<file path="config.mk">
export PLATFORM = sky130hd
export DESIGN_NAME = http_response_header_parser_core_flat
export DESIGN_NICKNAME = d
export VERILOG_FILES = /design/src/rtl/hrp_pkg.sv /design/src/rtl/hrp_byte_if.sv /design/src/rtl/hrp_result_if.sv /design/src/rtl/http_response_header_parser_core.sv /design/src/rtl/hrp_engine.sv /design/src/rtl/hrp_result_buf.sv /design/src/flat_wrapper.sv
export VERILOG_INCLUDE_DIRS = /design/src /design/src/rtl
export SDC_FILE = /design/constraint.sdc
export NUM_CORES = 1
export LEC_CHECK = 0
export BUFFER_PORTS_ARGS = -buffer_cell sky130_fd_sc_hd__buf_2
export CORE_MARGIN = 2
export CORE_UTILIZATION = 50
export DETAILED_ROUTE_END_ITERATION = 8
export GPL_TIMING_DRIVEN = 0
export PLACE_DENSITY = 0.79
export SLEW_MARGIN = 10
export SYNTH_ARGS = -nofsm -noshare
export SYNTH_HDL_FRONTEND = slang
export SYNTH_HIERARCHICAL = 1
export SYNTH_SLANG_ARGS = --single-unit
export TNS_END_PERCENT = 50
</file>
<file path="constraint.sdc">
create_clock -name clk -period 6.2 [get_ports clk]
set_input_delay 1.24 -clock clk [delete_from_list [all_inputs] [get_ports clk]]
set_output_delay 1.24 -clock clk [all_outputs]
set_load 0.02 [all_outputs]
</file>
<file path="src/rtl/http_response_header_parser_core_macros.svh">
// Assertion macros shared by the HTTP response header parser RTL.
// Depends on nothing; included by the modules that carry assertions.
`ifndef HTTP_RESPONSE_HEADER_PARSER_CORE_MACROS_SVH
`define HTTP_RESPONSE_HEADER_PARSER_CORE_MACROS_SVH

// Same-cycle implication, disabled while reset is asserted.
`define HRP_ASSERT_NOW(lbl, clk, rst_n, ante, cons) \
	lbl: assert property (@(posedge clk) disable iff (!rst_n) (ante) |-> (cons)) \
		else $error("hrp assertion failed");

// Next-cycle implication, disabled while reset is asserted.
`define HRP_ASSERT_NEXT(lbl, clk, rst_n, ante, cons) \
	lbl: assert property (@(posedge clk) disable iff (!rst_n) (ante) |=> (cons)) \
		else $error("hrp assertion failed");

`endif

</file>
<file path="src/rtl/hrp_pkg.sv">
// Package for the HTTP response header parser: byte codes, phase and event
// encodings, and the result-pair type passed from the engine to the output buffer.
package hrp_pkg;

	localparam int HRP_POSITION_BITS = 32;
	localparam int SKIP_BYTES        = 3;

	localparam logic [7:0] B_CR    = 8'h0D;
	localparam logic [7:0] B_LF    = 8'h0A;
	localparam logic [7:0] B_SP    = 8'h20;
	localparam logic [7:0] B_COLON = 8'h3A;
	localparam logic [7:0] B_ZERO  = 8'h30;
	localparam logic [7:0] B_NINE  = 8'h39;

	// Last three bytes CR LF CR; an LF now completes the header terminator.
	localparam logic [23:0] TERM_PREFIX = 24'h0D0A0D;

	typedef enum logic [3:0] {
		PH_WAIT_SPACE    = 4'd0,
		PH_WAIT_STATUS   = 4'd1,
		PH_STATUS_DIGITS = 4'd2,
		PH_WAIT_LINE_END = 4'd3,
		PH_KEY           = 4'd4,
		PH_KEY_END       = 4'd5,
		PH_VAL           = 4'd6,
		PH_VAL_END       = 4'd7,
		PH_BODY          = 4'd8,
		PH_CLOSED        = 4'd9
	} phase_t;

	typedef enum logic [3:0] {
		EV_NONE       = 4'd0,
		EV_STATUS     = 4'd1,
		EV_KEY_START  = 4'd2,
		EV_KEY_END    = 4'd3,
		EV_VAL_START  = 4'd4,
		EV_VAL_END    = 4'd5,
		EV_HDR_END    = 4'd6,
		EV_BODY       = 4'd7,
		EV_INCOMPLETE = 4'd8
	} event_t;

	// One or two results caused by a single byte; status and count are shared.
	typedef struct packed {
		logic        two;
		event_t      code0;
		logic [31:0] pos0;
		event_t      code1;
		logic [31:0] pos1;
		logic [15:0] status;
		logic [15:0] hdr_cnt;
	} pair_t;

endpackage

</file>
<file path="src/rtl/hrp_byte_if.sv">
// Input channel of the HTTP response header parser: one response byte per beat.
// Depends on nothing.
interface hrp_byte_if;
	logic       valid;
	logic       ready;
	logic [7:0] data_byte;
	logic       first_of_response;
	logic       end_of_stream;

	modport source (output valid, data_byte, first_of_response, end_of_stream, input ready);
	modport sink (input valid, data_byte, first_of_response, end_of_stream, output ready);
endinterface

</file>
<file path="src/rtl/hrp_result_if.sv">
// Output channel of the HTTP response header parser: one parse event per beat.
// Depends on nothing.
interface hrp_result_if;
	logic        valid;
	logic        ready;
	logic [3:0]  event_res;
	logic [31:0] position;
	logic [15:0] status_value;
	logic [15:0] header_count;
	logic        last_of_run;

	modport source (output valid, event_res, position, status_value, header_count,
		last_of_run, input ready);
	modport sink (input valid, event_res, position, status_value, header_count,
		last_of_run, output ready);
endinterface

</file>
<file path="src/rtl/http_response_header_parser_core.sv">
// HTTP response header parser: one byte per beat in, one parse event per beat out.
// A byte passes through the input register and then the result buffer register before its first result is offered.
// Throughput: one byte per cycle while result_ch.ready is high; a byte that raises two events
// holds its slot in the output register until both are taken, which holds back the input.
// Reset (arst_n low, asynchronous) clears the parse state, offsets and all valids.
// Depends on hrp_pkg, hrp_byte_if, hrp_result_if, hrp_engine and hrp_result_buf.
module http_response_header_parser_core import hrp_pkg::*; #(
	parameter int POSITION_BITS = HRP_POSITION_BITS
) (
	input  logic          clk,
	input  logic          arst_n,
	hrp_byte_if.sink      data_ch,
	hrp_result_if.source  result_ch
);

	// The design is three short stages. An input register takes each accepted
	// beat. The engine then evaluates that byte against the parser state in one
	// pass and commits the state update in the same cycle that its one or two
	// events are written into the result buffer. The buffer presents the events
	// one beat at a time, with last_of_run on the final one of the byte.

	logic       v_s1;
	logic [7:0] byte_s1;
	logic       first_s1;
	logic       eos_s1;
	logic       can_load;
	logic       go;
	logic       accept;
	pair_t      pair;

	// The input register moves on when the result buffer can take the events of
	// the byte it holds, so while results still wait a new byte is taken only into an empty input register.
	assign go            = v_s1 && can_load;
	assign data_ch.ready = !v_s1 || can_load;
	assign accept        = data_ch.valid && data_ch.ready;

	always_ff @(posedge clk or negedge arst_n) begin
		if (!arst_n) begin
			v_s1 <= 1'b0;
		end else if (accept) begin
			v_s1 <= 1'b1;
		end else if (go) begin
			v_s1 <= 1'b0;
		end
	end

	// The payload of the input register needs no reset.
	always_ff @(posedge clk) begin
		if (accept) begin
			byte_s1  <= data_ch.data_byte;
			first_s1 <= data_ch.first_of_response;
			eos_s1   <= data_ch.end_of_stream;
		end
	end

	hrp_engine #(
		.POSITION_BITS(POSITION_BITS)
	) u_engine (
		.clk               (clk),
		.arst_n            (arst_n),
		.go                (go),
		.data_byte         (byte_s1),
		.first_of_response (first_s1),
		.end_of_stream     (eos_s1),
		.pair              (pair)
	);

	hrp_result_buf u_result_buf (
		.clk      (clk),
		.arst_n   (arst_n),
		.load     (go),
		.pair     (pair),
		.can_load (can_load),
		.res      (result_ch)
	);

endmodule

</file>
<file path="src/rtl/hrp_engine.sv">
// Parse engine: holds the parser state and turns one registered byte into one
// or two events. Depends on hrp_pkg and the assertion macro header.
`include "http_response_header_parser_core_macros.svh"

module hrp_engine import hrp_pkg::*; #(
	parameter int POSITION_BITS = HRP_POSITION_BITS
) (
	input  logic       clk,
	input  logic       arst_n,
	input  logic       go,
	input  logic [7:0] data_byte,
	input  logic       first_of_response,
	input  logic       end_of_stream,
	output pair_t      pair
);

	localparam int PW = (POSITION_BITS < 32) ? POSITION_BITS : 32;

	phase_t                   phase_q, ph_c, ph_n, ph_eff;
	logic [23:0]              prior_q, prior_c;
	logic [POSITION_BITS-1:0] off_q, off_c, pos_p1, pos_m1, p_pos;
	logic [15:0]              acc_q, acc_c, acc_n;
	logic                     held_q, held_c, held_n;
	logic [15:0]              pairs_q, pairs_c, pairs_n;
	logic                     digit, after_cr, window, past_skip;
	logic [19:0]              mul10;
	logic                     p_has;
	event_t                   p_code;

	always_comb begin
		ph_c    = first_of_response ? PH_WAIT_SPACE : phase_q;
		prior_c = first_of_response ? 24'd0 : prior_q;
		off_c   = first_of_response ? '0 : off_q;
		acc_c   = first_of_response ? 16'd0 : acc_q;
		held_c  = first_of_response ? 1'b0 : held_q;
		pairs_c = first_of_response ? 16'd0 : pairs_q;
	end

	assign digit     = data_byte inside {[B_ZERO:B_NINE]};
	assign after_cr  = (prior_c[7:0] == B_CR);
	assign past_skip = (off_c >= POSITION_BITS'(SKIP_BYTES));
	assign window    = past_skip && (prior_c == TERM_PREFIX) && (data_byte == B_LF);
	assign pos_p1    = off_c + POSITION_BITS'(1);
	assign pos_m1    = off_c - POSITION_BITS'(1);
	assign mul10     = ({4'd0, acc_c} << 3) + ({4'd0, acc_c} << 1)
		+ 20'(data_byte - B_ZERO);

	always_comb begin
		ph_n    = ph_c;
		acc_n   = acc_c;
		held_n  = held_c;
		pairs_n = pairs_c;
		ph_eff  = ph_c;
		p_has   = 1'b0;
		p_code  = EV_NONE;
		p_pos   = off_c;
		pair.two     = 1'b0;
		pair.code0   = EV_NONE;
		pair.pos0    = 32'(off_c[PW-1:0]);
		pair.code1   = EV_NONE;
		pair.pos1    = 32'(off_c[PW-1:0]);

		if (ph_c == PH_BODY) begin
			pair.code0 = EV_BODY;
		end else if (ph_c == PH_CLOSED) begin
			pair.code0 = EV_NONE;
		end else if (window) begin
			pair.code0 = EV_HDR_END;
			pair.pos0  = 32'(pos_p1[PW-1:0]);
			ph_n       = PH_BODY;
			held_n     = 1'b0;
		end else if (end_of_stream) begin
			pair.code0 = EV_INCOMPLETE;
			ph_n       = PH_CLOSED;
			held_n     = 1'b0;
		end else if (past_skip) begin
			// A held CR that did not finish the terminator starts a key.
			if (held_c) begin
				held_n = 1'b0;
				ph_eff = PH_KEY_END;
			end
			ph_n = ph_eff;
			case (ph_eff)
				PH_WAIT_SPACE: begin
					if (data_byte == B_SP) ph_n = PH_WAIT_STATUS;
				end
				PH_WAIT_STATUS: begin
					if (data_byte != B_SP) begin
						if (digit) begin
							acc_n = 16'(data_byte - B_ZERO);
							ph_n  = PH_STATUS_DIGITS;
						end else begin
							acc_n  = 16'd0;
							p_has  = 1'b1;
							p_code = EV_STATUS;
							ph_n   = PH_WAIT_LINE_END;
						end
					end
				end
				PH_STATUS_DIGITS: begin
					if (digit) begin
						acc_n = (mul10 > 20'd65535) ? 16'hFFFF : mul10[15:0];
					end else begin
						p_has  = 1'b1;
						p_code = EV_STATUS;
						ph_n   = PH_WAIT_LINE_END;
					end
				end
				PH_WAIT_LINE_END: begin
					if (data_byte == B_LF && after_cr) ph_n = PH_KEY;
				end
				PH_KEY: begin
					if (data_byte == B_CR) begin
						held_n = 1'b1;
					end else if (data_byte != B_SP) begin
						p_has  = 1'b1;
						p_code = EV_KEY_START;
						ph_n   = PH_KEY_END;
					end
				end
				PH_KEY_END: begin
					if (data_byte == B_COLON) begin
						p_has  = 1'b1;
						p_code = EV_KEY_END;
						ph_n   = PH_VAL;
					end
				end
				PH_VAL: begin
					if (data_byte != B_SP) begin
						p_has  = 1'b1;
						p_code = EV_VAL_START;
						ph_n   = PH_VAL_END;
					end
				end
				PH_VAL_END: begin
					if (data_byte == B_LF && after_cr) begin
						p_has  = 1'b1;
						p_code = EV_VAL_END;
						p_pos  = pos_m1;
						ph_n   = PH_KEY;
						if (pairs_c != 16'hFFFF) pairs_n = pairs_c + 16'd1;
					end
				end
				default: begin
					ph_n = ph_eff;
				end
			endcase

			if (held_c) begin
				pair.code0 = EV_KEY_START;
				pair.pos0  = 32'(pos_m1[PW-1:0]);
				pair.two   = p_has;
				pair.code1 = p_code;
				pair.pos1  = 32'(p_pos[PW-1:0]);
			end else if (p_has) begin
				pair.code0 = p_code;
				pair.pos0  = 32'(p_pos[PW-1:0]);
			end
		end

		pair.status  = acc_n;
		pair.hdr_cnt = pairs_n;
	end

	always_ff @(posedge clk or negedge arst_n) begin
		if (!arst_n) begin
			phase_q <= PH_WAIT_SPACE;
			prior_q <= 24'd0;
			off_q   <= '0;
			acc_q   <= 16'd0;
			held_q  <= 1'b0;
			pairs_q <= 16'd0;
		end else if (go) begin
			phase_q <= ph_n;
			prior_q <= {prior_c[15:0], data_byte};
			off_q   <= pos_p1;
			acc_q   <= acc_n;
			held_q  <= held_n;
			pairs_q <= pairs_n;
		end
	end

	`HRP_ASSERT_NOW(a_held_only_in_key, clk, arst_n, held_q, phase_q == PH_KEY)
	`HRP_ASSERT_NEXT(a_body_sticks, clk, arst_n,
		go && phase_q == PH_BODY && !first_of_response, phase_q == PH_BODY)
	`HRP_ASSERT_NOW(a_pair_has_first, clk, arst_n, go && pair.two, pair.code0 == EV_KEY_START)

endmodule

</file>
<file path="src/rtl/hrp_result_buf.sv">
// Result buffer: registers the one or two events of a byte and hands them out
// one beat at a time. Depends on hrp_pkg, hrp_result_if and the macro header.
`include "http_response_header_parser_core_macros.svh"

module hrp_result_buf import hrp_pkg::*; (
	input  logic            clk,
	input  logic            arst_n,
	input  logic            load,
	input  pair_t           pair,
	output logic            can_load,
	hrp_result_if.source    res
);

	logic  v_q;
	logic  idx_q;
	pair_t pair_q;
	logic  last;
	logic  fire;

	assign last     = idx_q || !pair_q.two;
	assign fire     = v_q && res.ready;
	assign can_load = !v_q || (res.ready && last);

	assign res.valid        = v_q;
	assign res.event_res    = idx_q ? pair_q.code1 : pair_q.code0;
	assign res.position     = idx_q ? pair_q.pos1 : pair_q.pos0;
	assign res.status_value = pair_q.status;
	assign res.header_count = pair_q.hdr_cnt;
	assign res.last_of_run  = last;

	always_ff @(posedge clk or negedge arst_n) begin
		if (!arst_n) begin
			v_q   <= 1'b0;
			idx_q <= 1'b0;
		end else if (load) begin
			v_q   <= 1'b1;
			idx_q <= 1'b0;
		end else if (fire) begin
			if (last) begin
				v_q   <= 1'b0;
				idx_q <= 1'b0;
			end else begin
				idx_q <= 1'b1;
			end
		end
	end

	always_ff @(posedge clk) begin
		if (load) pair_q <= pair;
	end

	`HRP_ASSERT_NEXT(a_second_follows, clk, arst_n, fire && !last, v_q && idx_q && last)
	`HRP_ASSERT_NOW(a_idx_needs_pair, clk, arst_n, v_q && idx_q, pair_q.two)
	`HRP_ASSERT_NOW(a_idle_idx_clear, clk, arst_n, !v_q, !idx_q)

endmodule
</file>
<file path="src/flat_wrapper.sv">
// flat-port wrapper written by rule: the top's interface ports become plain ports
module http_response_header_parser_core_flat import hrp_pkg::*;
#(
	parameter int POSITION_BITS = HRP_POSITION_BITS
)
  (clk, arst_n, data_ch_valid, data_ch_data_byte, data_ch_first_of_response, data_ch_end_of_stream, data_ch_ready, result_ch_valid, result_ch_event_res, result_ch_position, result_ch_status_value, result_ch_header_count, result_ch_last_of_run, result_ch_ready);
  hrp_byte_if data_ch_i ();
  hrp_result_if result_ch_i ();
  input  logic clk;
  input  logic arst_n;
  input wire logic [$bits(data_ch_i.valid)-1:0] data_ch_valid;
  input wire logic [$bits(data_ch_i.data_byte)-1:0] data_ch_data_byte;
  input wire logic [$bits(data_ch_i.first_of_response)-1:0] data_ch_first_of_response;
  input wire logic [$bits(data_ch_i.end_of_stream)-1:0] data_ch_end_of_stream;
  output wire logic [$bits(data_ch_i.ready)-1:0] data_ch_ready;
  output wire logic [$bits(result_ch_i.valid)-1:0] result_ch_valid;
  output wire logic [$bits(result_ch_i.event_res)-1:0] result_ch_event_res;
  output wire logic [$bits(result_ch_i.position)-1:0] result_ch_position;
  output wire logic [$bits(result_ch_i.status_value)-1:0] result_ch_status_value;
  output wire logic [$bits(result_ch_i.header_count)-1:0] result_ch_header_count;
  output wire logic [$bits(result_ch_i.last_of_run)-1:0] result_ch_last_of_run;
  input wire logic [$bits(result_ch_i.ready)-1:0] result_ch_ready;
  assign data_ch_i.valid = data_ch_valid;
  assign data_ch_i.data_byte = data_ch_data_byte;
  assign data_ch_i.first_of_response = data_ch_first_of_response;
  assign data_ch_i.end_of_stream = data_ch_end_of_stream;
  assign data_ch_ready = data_ch_i.ready;
  assign result_ch_valid = result_ch_i.valid;
  assign result_ch_event_res = result_ch_i.event_res;
  assign result_ch_position = result_ch_i.position;
  assign result_ch_status_value = result_ch_i.status_value;
  assign result_ch_header_count = result_ch_i.header_count;
  assign result_ch_last_of_run = result_ch_i.last_of_run;
  assign result_ch_i.ready = result_ch_ready;
  http_response_header_parser_core #(.POSITION_BITS(POSITION_BITS)) u_core (.clk(clk), .arst_n(arst_n), .data_ch(data_ch_i), .result_ch(result_ch_i));
endmodule
</file>
### Word-level counts from Yosys, hierarchy flattened

Cells that the tools add are included.

* add/sub/neg operators: 7
* order comparisons: 4
* eq/ne operators: 17
* multiplexer cells: 105
* bitwise gates (word level): 2
* reductions and logical operators: 22

Operators by type and width (count)
* $mux 16: 19
* $mux 32: 9
* $mux 68: 3
* $mux 36: 4
* $mux 4: 27
* $mux 72: 1
* $mux 35: 1
* $add 32x1->32 const B: 1
* $ge 32x2->1 const B: 1
* $pmux 16 s2: 1
* $sub 32x1->32 const B: 1
* $mux 1: 30
* $pmux 4 s7: 1
* $eq 24x20->1 const B: 1
* $eq 8x4->1 const B: 3
* $mux 24: 1
* $add 19x17->20: 1
* $add 20x20->20: 1
* $gt 20x16->1 const B: 1
* $pmux 3 s6: 1
* $sub 8x6->9 const B: 2
* $add 16x1->16 const B: 1
* $eq 4x3->1 const B: 4
* $eq 8x6->1 const B: 2
* 20 further kinds: 40

* flip-flop bits (word level): 211
* bits of input ports: 14

### Logic depth before layout (Yosys ltp)

Gate-level depths: netlist of the first run.

* depth in word-level cells: 21
* mapped depth: 20
* gate-level depth less buffers: 14

### Cells and area by module

Netlist of the first run, hierarchy kept.

By module, submodules not included
* hrp_engine: instances 1, cells each 1221, area an instance 9241.4 um2
* hrp_result_buf: instances 1, cells each 187, area an instance 4073.9 um2
* http_response_header_parser_core: instances 1, cells each 15, area an instance 360.3 um2

### Worst setup path after synthesis of the first run

OpenSTA, ideal clock, no wires.

* kind: in2reg
* start: input result_ch_ready
* end: register u_core.u_engine.acc_q[2]
* setup time: 0.129 ns
* arrival time: 5.259 ns
* data required time: 6.071 ns
* slack: 0.812 ns
* cell stages on the path: 8
* buffers on the path: 0
* cell sequence: inv_1 o21ai_1 and2_1 inv_1 nor2_1 a21boi_1 a22oi_1 o31ai_1

* word-level cells in the longest chain between the ends: 3

RTL lines
* start: declaration: RTL line flat_wrapper.sv:22 `input wire logic [$bits(result_ch_i.ready)-1:0] result_ch_ready;`
* $logic_and 1x1->1: RTL line hrp_result_buf.sv:22 `assign can_load = !v_q || (res.ready && last);`
* $logic_or 1x1->1: RTL line hrp_result_buf.sv:22
* named net u_core.can_load: RTL line http_response_header_parser_core.sv:26 `logic can_load;`
* $logic_and 1x1->1: RTL line http_response_header_parser_core.sv:33 `assign go = v_s1 && can_load;`
* named net u_core.go: RTL line http_response_header_parser_core.sv:27 `logic go;`
* end signal: assignment: RTL line hrp_engine.sv:177 `acc_q <= acc_n;`
* end: declaration: RTL line hrp_engine.sv:22 `logic [15:0] acc_q, acc_c, acc_n;`

The timed path passes the listed nets, and every way through them passes these cells.
A chain may end at the register's enable or synchronous reset.

==> results of run 1 <==
registers in the layout, indices dropped and copies added, names as in the netlist, 4 cells and up:
name	cells
u_core/u_result_buf/pair_q	73
u_core/u_engine/off_q	32
u_core/u_engine/prior_q	24
u_core/u_engine/acc_q	16
u_core/u_engine/pairs_q	16
u_core/u_result_buf/res.header_count	16
u_core/u_result_buf/res.status_value	16
u_core/byte_s1	8
u_core/u_engine/phase_q	4
cell type report:
cell class,count,area [µm²]
Inverter,68,255
Buffer,118,668
Tap cell,341,427
Timing Repair Buffer,87,489
Clock buffer,30,653
Clock inverter,14,194
Sequential cell,211,5860
Fill cell,2393,11400
Multi-Input combinational cell,1026,6960
stage by stage:
step	worst slack (ns)	total power [W]	cells	area, µm²	TNS [ns]
after floorplan	0.812	0.00411	1424	13700	0
after global placement	-1.31	0.00489	1849	14500	-93.31
after detailed placement	-0.919	0.00494	1852	14600	-18.92
after CTS	0.0965	0.00648	1896	15500	0
after global routing	0.0151	0.00679	1895	15500	0
final	0.233	0.00651	1895	15500	0
cell families (layout without fill, tap and decap cells):
family | Yosys count | in the layout | synth area share, %
buf+inv | 187 | 317 | 6.69
mux | 66 | 66 | 6.13
fa+ha+maj | 42 | 42 | 4.67
xor+xnor | 48 | 48 | 3.07
compound gates | 346 | 346 | 16.3
other cells | 1 | 2 | 0.0274
flops | 211 | 211 | 42.8
simple gates | 522 | 522 | 20.3
per-layer routing:
| metal | up-vias | GRT usage (%) |
|---|---|---|
| met4 | 0 | 12.9 |
| met1 | 5870 | 41.0 |
| li1 | 5442 | - |
| met5 | - | 0 |
| met2 | 685 | 49.3 |
| met3 | 126 | 4.06 |
cells in the mapped netlist (20+ instances only):
library cell  instances
mux2_2               26
ha_1                 27
a21oi_1              81
o21ai_0              74
buf_4                34
mux2_4               29
inv_1                67
o22ai_1              34
xor2_1               20
nor2b_1              56
nor3_1               40
nand2_1             108
clkbuf_1             57
nor2_1              113
nor4_1               30
dfrtp_1              96
edfxtp_1            115
o31ai_1              20
nand4_1              27
xnor2_1              28
and3_1               22
nand3_1              46
a31oi_1              20
final timing paths:
check / start / to / slack [ns] / cells past startpoint
max reg2reg: u_core/first_s1 / u_core/u_result_buf/res.status_value[0] / 0.23 / 17
min: u_core/u_engine/acc_q[9] / u_core/u_engine/acc_q[9] / 0.49 / 2
min reg2reg: u_core/u_engine/acc_q[9] / u_core/u_engine/acc_q[9] / 0.49 / 2
max: u_core/first_s1 / u_core/u_result_buf/res.status_value[0] / 0.23 / 17
max in group asynchronous: arst_n / u_core/u_engine/pairs_q[6] / 4.91 / 2
min in group asynchronous: arst_n / u_core/u_engine/acc_q[10] / 0.64 / 1
critical path, stage by stage, from the launching register on:
cell and delay (ns):
edfxtp_1 0.51, buf_2 0.33, buf_4 0.28, buf_4 0.28, buf_2 0.33, buf_4 0.29, buf_4 0.28, nor2b_2 0.13
fa_1 0.50, ha_1 0.33, a211oi_1 0.30, o211ai_1 0.16, a211oi_1 0.48, o21ai_0 0.22, xor2_2 0.23, or3_1 0.55
a311oi_2 0.34, o31ai_1 0.12
repair_timing:
item | in CTS | in global routing
gates resized for setup | 9 | 6
setup buffers | 0 | 0
endpoints found under the setup margin | 32 | 15
hold buffers | 0 | 0
where the power goes:
group	switching (W)	total [W]	leakage [nW]	internal (W)
Combinational	0.00166	0.00264	3.42	0.000975
Clock	0.000611	0.00153	0.414	0.000919
Sequential	0.000305	0.00234	2.37	0.00203
==> summary.txt, run 1 <==
Synth
  – Top cells by area, synth: edfxtp_1 25%, dfrtp_1 18%, mux2_4 3.2%
  – Top_reg_cell synth: edfxtp_1
  – Synth top area share: 25.3%
  – Ys async rst share: 45.5%
  – Flops & latches, synth: 211
  – Avg Inst Size Synth: 9.61 µm²
  – Syn Inst Count: 1,423
  – Ys Warns: 6
  – Seq/Total Area, Yosys: 42.8%
  – Cell taking the most area after synthesis: edfxtp_1
  – Cell variety after synth: 87
  – Cell Area, Synth: 0.0137 mm²
  – Number of synthesized flops with an enable pin: 115

Route
  – Antenna viol nets, final: 0
  – Routed WL: 44,100 µm
  – Routed wire length on met2: 20,400 µm
  – Initial DRC Count: 1,472
  – Routed length on met3: 4250 µm
  – M1 WL: 17,700 µm
  – DR vias: 12,100
  – Via density: 6.40
  – DRC Markers: 0
  – Pre-Repair DR Iteration Count: 6
  – Post-DR wirelength/cell: 23.3 µm
  – Top sig layer: met4

Run
  – MaxCap Viol Count: 0

Floorplanning
  – Std cell rows: 60
  – Die outline width: 169 µm
  – Core Region: 0.0269 mm²
  – Number of I/O pins: 85
  – Die span in y: 169 µm
  – Initial core utilization: 50.9%
  – Die area: 0.0287 mm²

Placement
  – Hpwl dp: 32,100 µm
  – Number of I/O port buffers: 84
  – RePlAce Congestion: 0.987

Cells and area
  – Diodes inserted: 0
  – Layout cells sized above 1: 17.9%
  – Final Util: 57.7%
  – Final nets: 1,592
  – Commonest cells after routing, fill and taps aside: 115 x edfxtp_1, 113 x nor2_1, 108 x nand2_1, 96 x dfrtp_1, 91 x buf_2
  – Most common cell after layout, fill and taps aside: edfxtp_1
  – Layout area overhead: 13.3%

Timing
  – Hold Vio Cnt, Final: 0
  – Relative slew slack: 17.5%
  – Max Fclk: 0.168 GHz
  – Worst hold slack: 0.491 ns
  – Clock skew: 0.0216 ns
  – Period minus WS final: 5.97 ns
  – Worst-Margin Slew: 1.23 ns
  – Period utilization: 96.2%
  – Final number of setup-violating endpoints: 0
  – RSZ-0062 raised after global routing: no
  – Slew Limit Fails: 0

Hold path
  – Hold Crit Class: register to register

Critical path
  – Crit end category: register
  – Crit path launch type: register
  – Crit-path max FO: 10
  – WS Path Type: register to register
  – Worst Path Arrival: 6.22 ns
  – Critical path required time: 6.46 ns

Power and ir drop
  – Leakage: 6.20 nW
  – Power per cell area: 420 mW/mm²
  – Worst vdd ir: 284 µV

Clocking
  – Root Buffer: clkbuf_16
  – Clock transition at path regs: 0.06 ns
  – Sink Count: 211
  – Longest Clk Path Bufs: 3
  – Worst skew pair latency: 0.54 ns
  – CTS buffer count: 24
  – CTS tree: done
  – H-tree depth: 1

Global routing
  – Vias in the first global route: 11,600
  – Grt ovf: 0
  – Total GRT Usage: 30.3%
  – Initial antenna violation count: 0
  – First-pass GRT wire length: 67,200 µm
  – Pin count of the biggest net entering global routing: 57

Outcome
  – Status: finished clean
No activity file was read; power rests on OpenSTA's default activity.
==> inputs of run 2 (changes only) <==
Settings changed: RECOVER_POWER from default to 100.
==> run 2 against run 1 <==
  * The flow now finishes with violations (max-capacitance violations, max-slew violations)
  * Core utilization is 1.0 points lower
  * First-iteration DRC count is 1.7% higher
  * Via count is 0.32% higher
  * Maximum frequency hardly changed
  * Power is 2.4% lower
  * Sequential share of layout area is 0.68 points higher
  * Clock skew is 0.0014 ns higher
  * Non-clock buffer count stayed put
  * Cell area is 1.8% lower
  * Clock power hardly changed
  * Die area stayed put
==> summary.txt, run 2 (synthesis gave the netlist of run 1 again) <==
Critical path
  – WS Path Type: register to register (unchanged)
  – Crit end category: register (unchanged)
  – Worst Path Arrival: 6.22 ns (about the same)
  – Critical path required time: 6.46 ns (about the same)
  – Crit path cell chain: buf_2, buf_4, buf_4, buf_2, buf_4, buf_4, nor2b_2, fa_1, ha_1, a211oi_1, o211ai_1, a211oi_1, o21ai_0, xor2_2, or3_1, a311oi_2, o31ai_1 (unchanged)
  – Most used cell, CP: buf_4 (unchanged)
  – Crit-path max FO: 10 (unchanged)
  – Slowest Stage Delay on Critical Path: 0.55 ns (about the same)
  – Crit path launch type: register (unchanged)
  – CP max-delay cell: or3_1 (unchanged)

Clocking
  – Worst skew pair latency: 0.54 ns (about the same)
  – Sink Count: 211 (unchanged)
  – CTS buffer count: 24 (unchanged)
  – Resized cells post-CTS: 9 (unchanged)
  – H-tree depth: 1 (unchanged)
  – CTS tree: done (unchanged)
  – Post-CTS Setup Bufs: 0 (unchanged)
  – Post-CTS Hold Buffers: 0 (unchanged)
  – Clock transition at path regs: 0.06 ns (about the same)
  – Root Buffer: clkbuf_16 (unchanged)
  – Longest Clk Path Bufs: 3 (unchanged)

Timing
  – Max Fclk: 0.168 GHz (about the same)
  – Period utilization: 96.2% (about the same)
  – Final setup margin: 0.238 ns (was 0.233 ns)
  – Setup_tns: 0 ns (unchanged)
  – Hold Vio Cnt, Final: 0 (unchanged)
  – Slew Limit Fails: 99 (was 0)
  – Worst hold slack: 0.490 ns (was 0.491 ns)
  – RSZ-0062 raised after global routing: no (unchanged)
  – Period minus WS final: 5.96 ns (was 5.97 ns)
  – Final number of setup-violating endpoints: 0 (unchanged)
  – Worst-Margin Slew: 2.63 ns (was 1.23 ns)
  – Relative slew slack: -75.4% (was 17.5%)
  – Clock skew: 0.0229 ns (was 0.0216 ns)

Cells and area
  – Max reg flops: 73 (unchanged)
  – Layout cells sized above 1: 12.4% (was 17.9%)
  – Diodes inserted: 0 (unchanged)
  – Layout area overhead: 11.3% (was 13.3%)
  – Most flops, register: u_core/u_result_buf/pair_q (unchanged)
  – FF+latch area: 0.00586 mm² (unchanged)
  – Final nets: 1,592 (unchanged)
  – Most common cell after layout, fill and taps aside: edfxtp_1 (unchanged)
  – Commonest cells after routing, fill and taps aside: 115 x edfxtp_1, 114 x clkbuf_1, 114 x nor2_1, 108 x nand2_1, 96 x dfrtp_1 (was 115 x edfxtp_1, 113 x nor2_1, 108 x nand2_1, 96 x dfrtp_1, 91 x buf_2)
  – Final-layout fill cell count: 2,467 (was 2,393)
  – Largest registers: u_core/u_result_buf/pair_q x73, u_core/u_engine/off_q x32, u_core/u_engine/prior_q x24 (unchanged)
  – Multi-input logic area: 0.00683 mm² (was 0.00696 mm²)
  – Final instance area: 0.0152 mm² (was 0.0155 mm²)

Global routing
  – Pin count of the biggest net entering global routing: 57 (unchanged)
  – Vias in the first global route: 11,600 (unchanged)
  – Grt ovf: 0 (unchanged)
  – Total GRT Usage: 30.3% (unchanged)
  – First-pass GRT wire length: 67,200 µm (unchanged)
  – Initial antenna violation count: 1 (was 0)

Floorplanning
  – Std cell rows: 60 (unchanged)
  – Die span in y: 169 µm (unchanged)
  – Number of I/O pins: 85 (unchanged)
  – Die area: 0.0287 mm² (unchanged)
  – Core Region: 0.0269 mm² (unchanged)
  – Die outline width: 169 µm (unchanged)
  – Initial core utilization: 50.9% (unchanged)

Placement
  – Number of I/O port buffers: 84 (unchanged)
  – Pre-CTS setup slack: -0.919 ns (unchanged)
  – Placed inst area: 0.0146 mm² (unchanged)
  – Hpwl dp: 32,100 µm (unchanged)
  – RePlAce Congestion: 0.987 (unchanged)

Route
  – DRC Markers: 0 (unchanged)
  – Post-DR wirelength/cell: 23.4 µm (was 23.3 µm)
  – Via density: 6.42 (was 6.40)
  – Antenna viol nets, final: 0 (unchanged)
  – Pre-Repair DR Iteration Count: 6 (unchanged)
  – DR vias: 12,200 (was 12,100)
  – Initial DRC Count: 1,497 (was 1,472)
  – Routed WL: 44,400 µm (was 44,100 µm)

Power and ir drop
  – Power per cell area: 417 mW/mm² (was 420 mW/mm²)
  – Reg power frac: 36.7% (was 35.9%)
  – Cell internal pwr: 0.00379 W (was 0.00393 W)
  – Sw Share: 40.4% (was 39.6%)
  – Sw power: 0.00256 W (was 0.00258 W)
  – Leakage: 5.94 nW (was 6.20 nW)
  – Clock network power share: 24.1% (was 23.5%)
  – Design Power: 0.00635 W (was 0.00651 W)
  – Comb pwr share: 39.2% (was 40.5%)
  – Worst vdd ir: 282 µV (was 284 µV)

Hold path
  – Hold Crit Class: register to register (unchanged)

Outcome
  – Status: finished with violations (was finished clean)
  – Failing checks: max-capacitance violations, max-slew violations

Run
  – MaxCap Viol Count: 2 (was 0)
==> run 2: layout make-up <==
| class | count | area share (%) |
|---|---|---|
| Timing Repair Buffer | 87 | 2.72 |
| Buffer | 118 | 3.94 |
| Tap cell | 341 | 2.80 |
| Multi-Input combinational cell | 1026 | 44.8 |
| Inverter | 68 | 1.68 |
| Clock inverter | 14 | 1.27 |
| Clock buffer | 30 | 4.29 |
| Sequential cell | 211 | 38.5 |
==> run 2: metal layers <==
layer,wire (µm),global-route usage (%)
met1,18100,41.0
met2,20400,49.3
met3,3960,4.06
met4,1900,12.9
met5,0,0
==> run 2: path summary, 6_finish.rpt <==
kind                                               start                                 endpoint  slack [ns]  cells after the start
worst max-delay path                     u_core/first_s1  u_core/u_result_buf/res.status_value[0]        0.24                     17
worst min-delay path            u_core/u_engine/acc_q[7]                 u_core/u_engine/acc_q[7]        0.49                      2
worst max register to register           u_core/first_s1  u_core/u_result_buf/res.status_value[0]        0.24                     17
worst min register to register  u_core/u_engine/acc_q[7]                 u_core/u_engine/acc_q[7]        0.49                      2
max in group asynchronous                         arst_n               u_core/u_engine/pairs_q[6]        1.05                      2
min in group asynchronous                         arst_n                u_core/u_engine/acc_q[10]        1.51                      1
==> run 2: stage by stage <==
stage               instances  utilization [%]
finish                   1895             56.6
global route             1895             56.6
CTS                      1896             57.6
detailed placement       1852             54.3
global placement         1849             54.1
floorplan                1424                -
==> run 2: worst max-delay path, delay by kind of cell, from the launching register on <==
kind	cells	cell delay [ns]
flops	1	0.50
buf+inv	6	1.78
compound gates	6	1.64
simple gates	2	0.69
fa+ha+maj	2	0.83
xor+xnor	1	0.23
==> run 2: power groups by stage <==
stage                     clock network [W]  logic [W]  registers, W
final                               0.00153    0.00249       0.00233
after global placement                    0    0.00253       0.00236
after detailed placement                  0    0.00259       0.00235
after global routing                0.00160    0.00266       0.00237
after floorplan                           0    0.00183       0.00228
after CTS                           0.00155    0.00260       0.00233
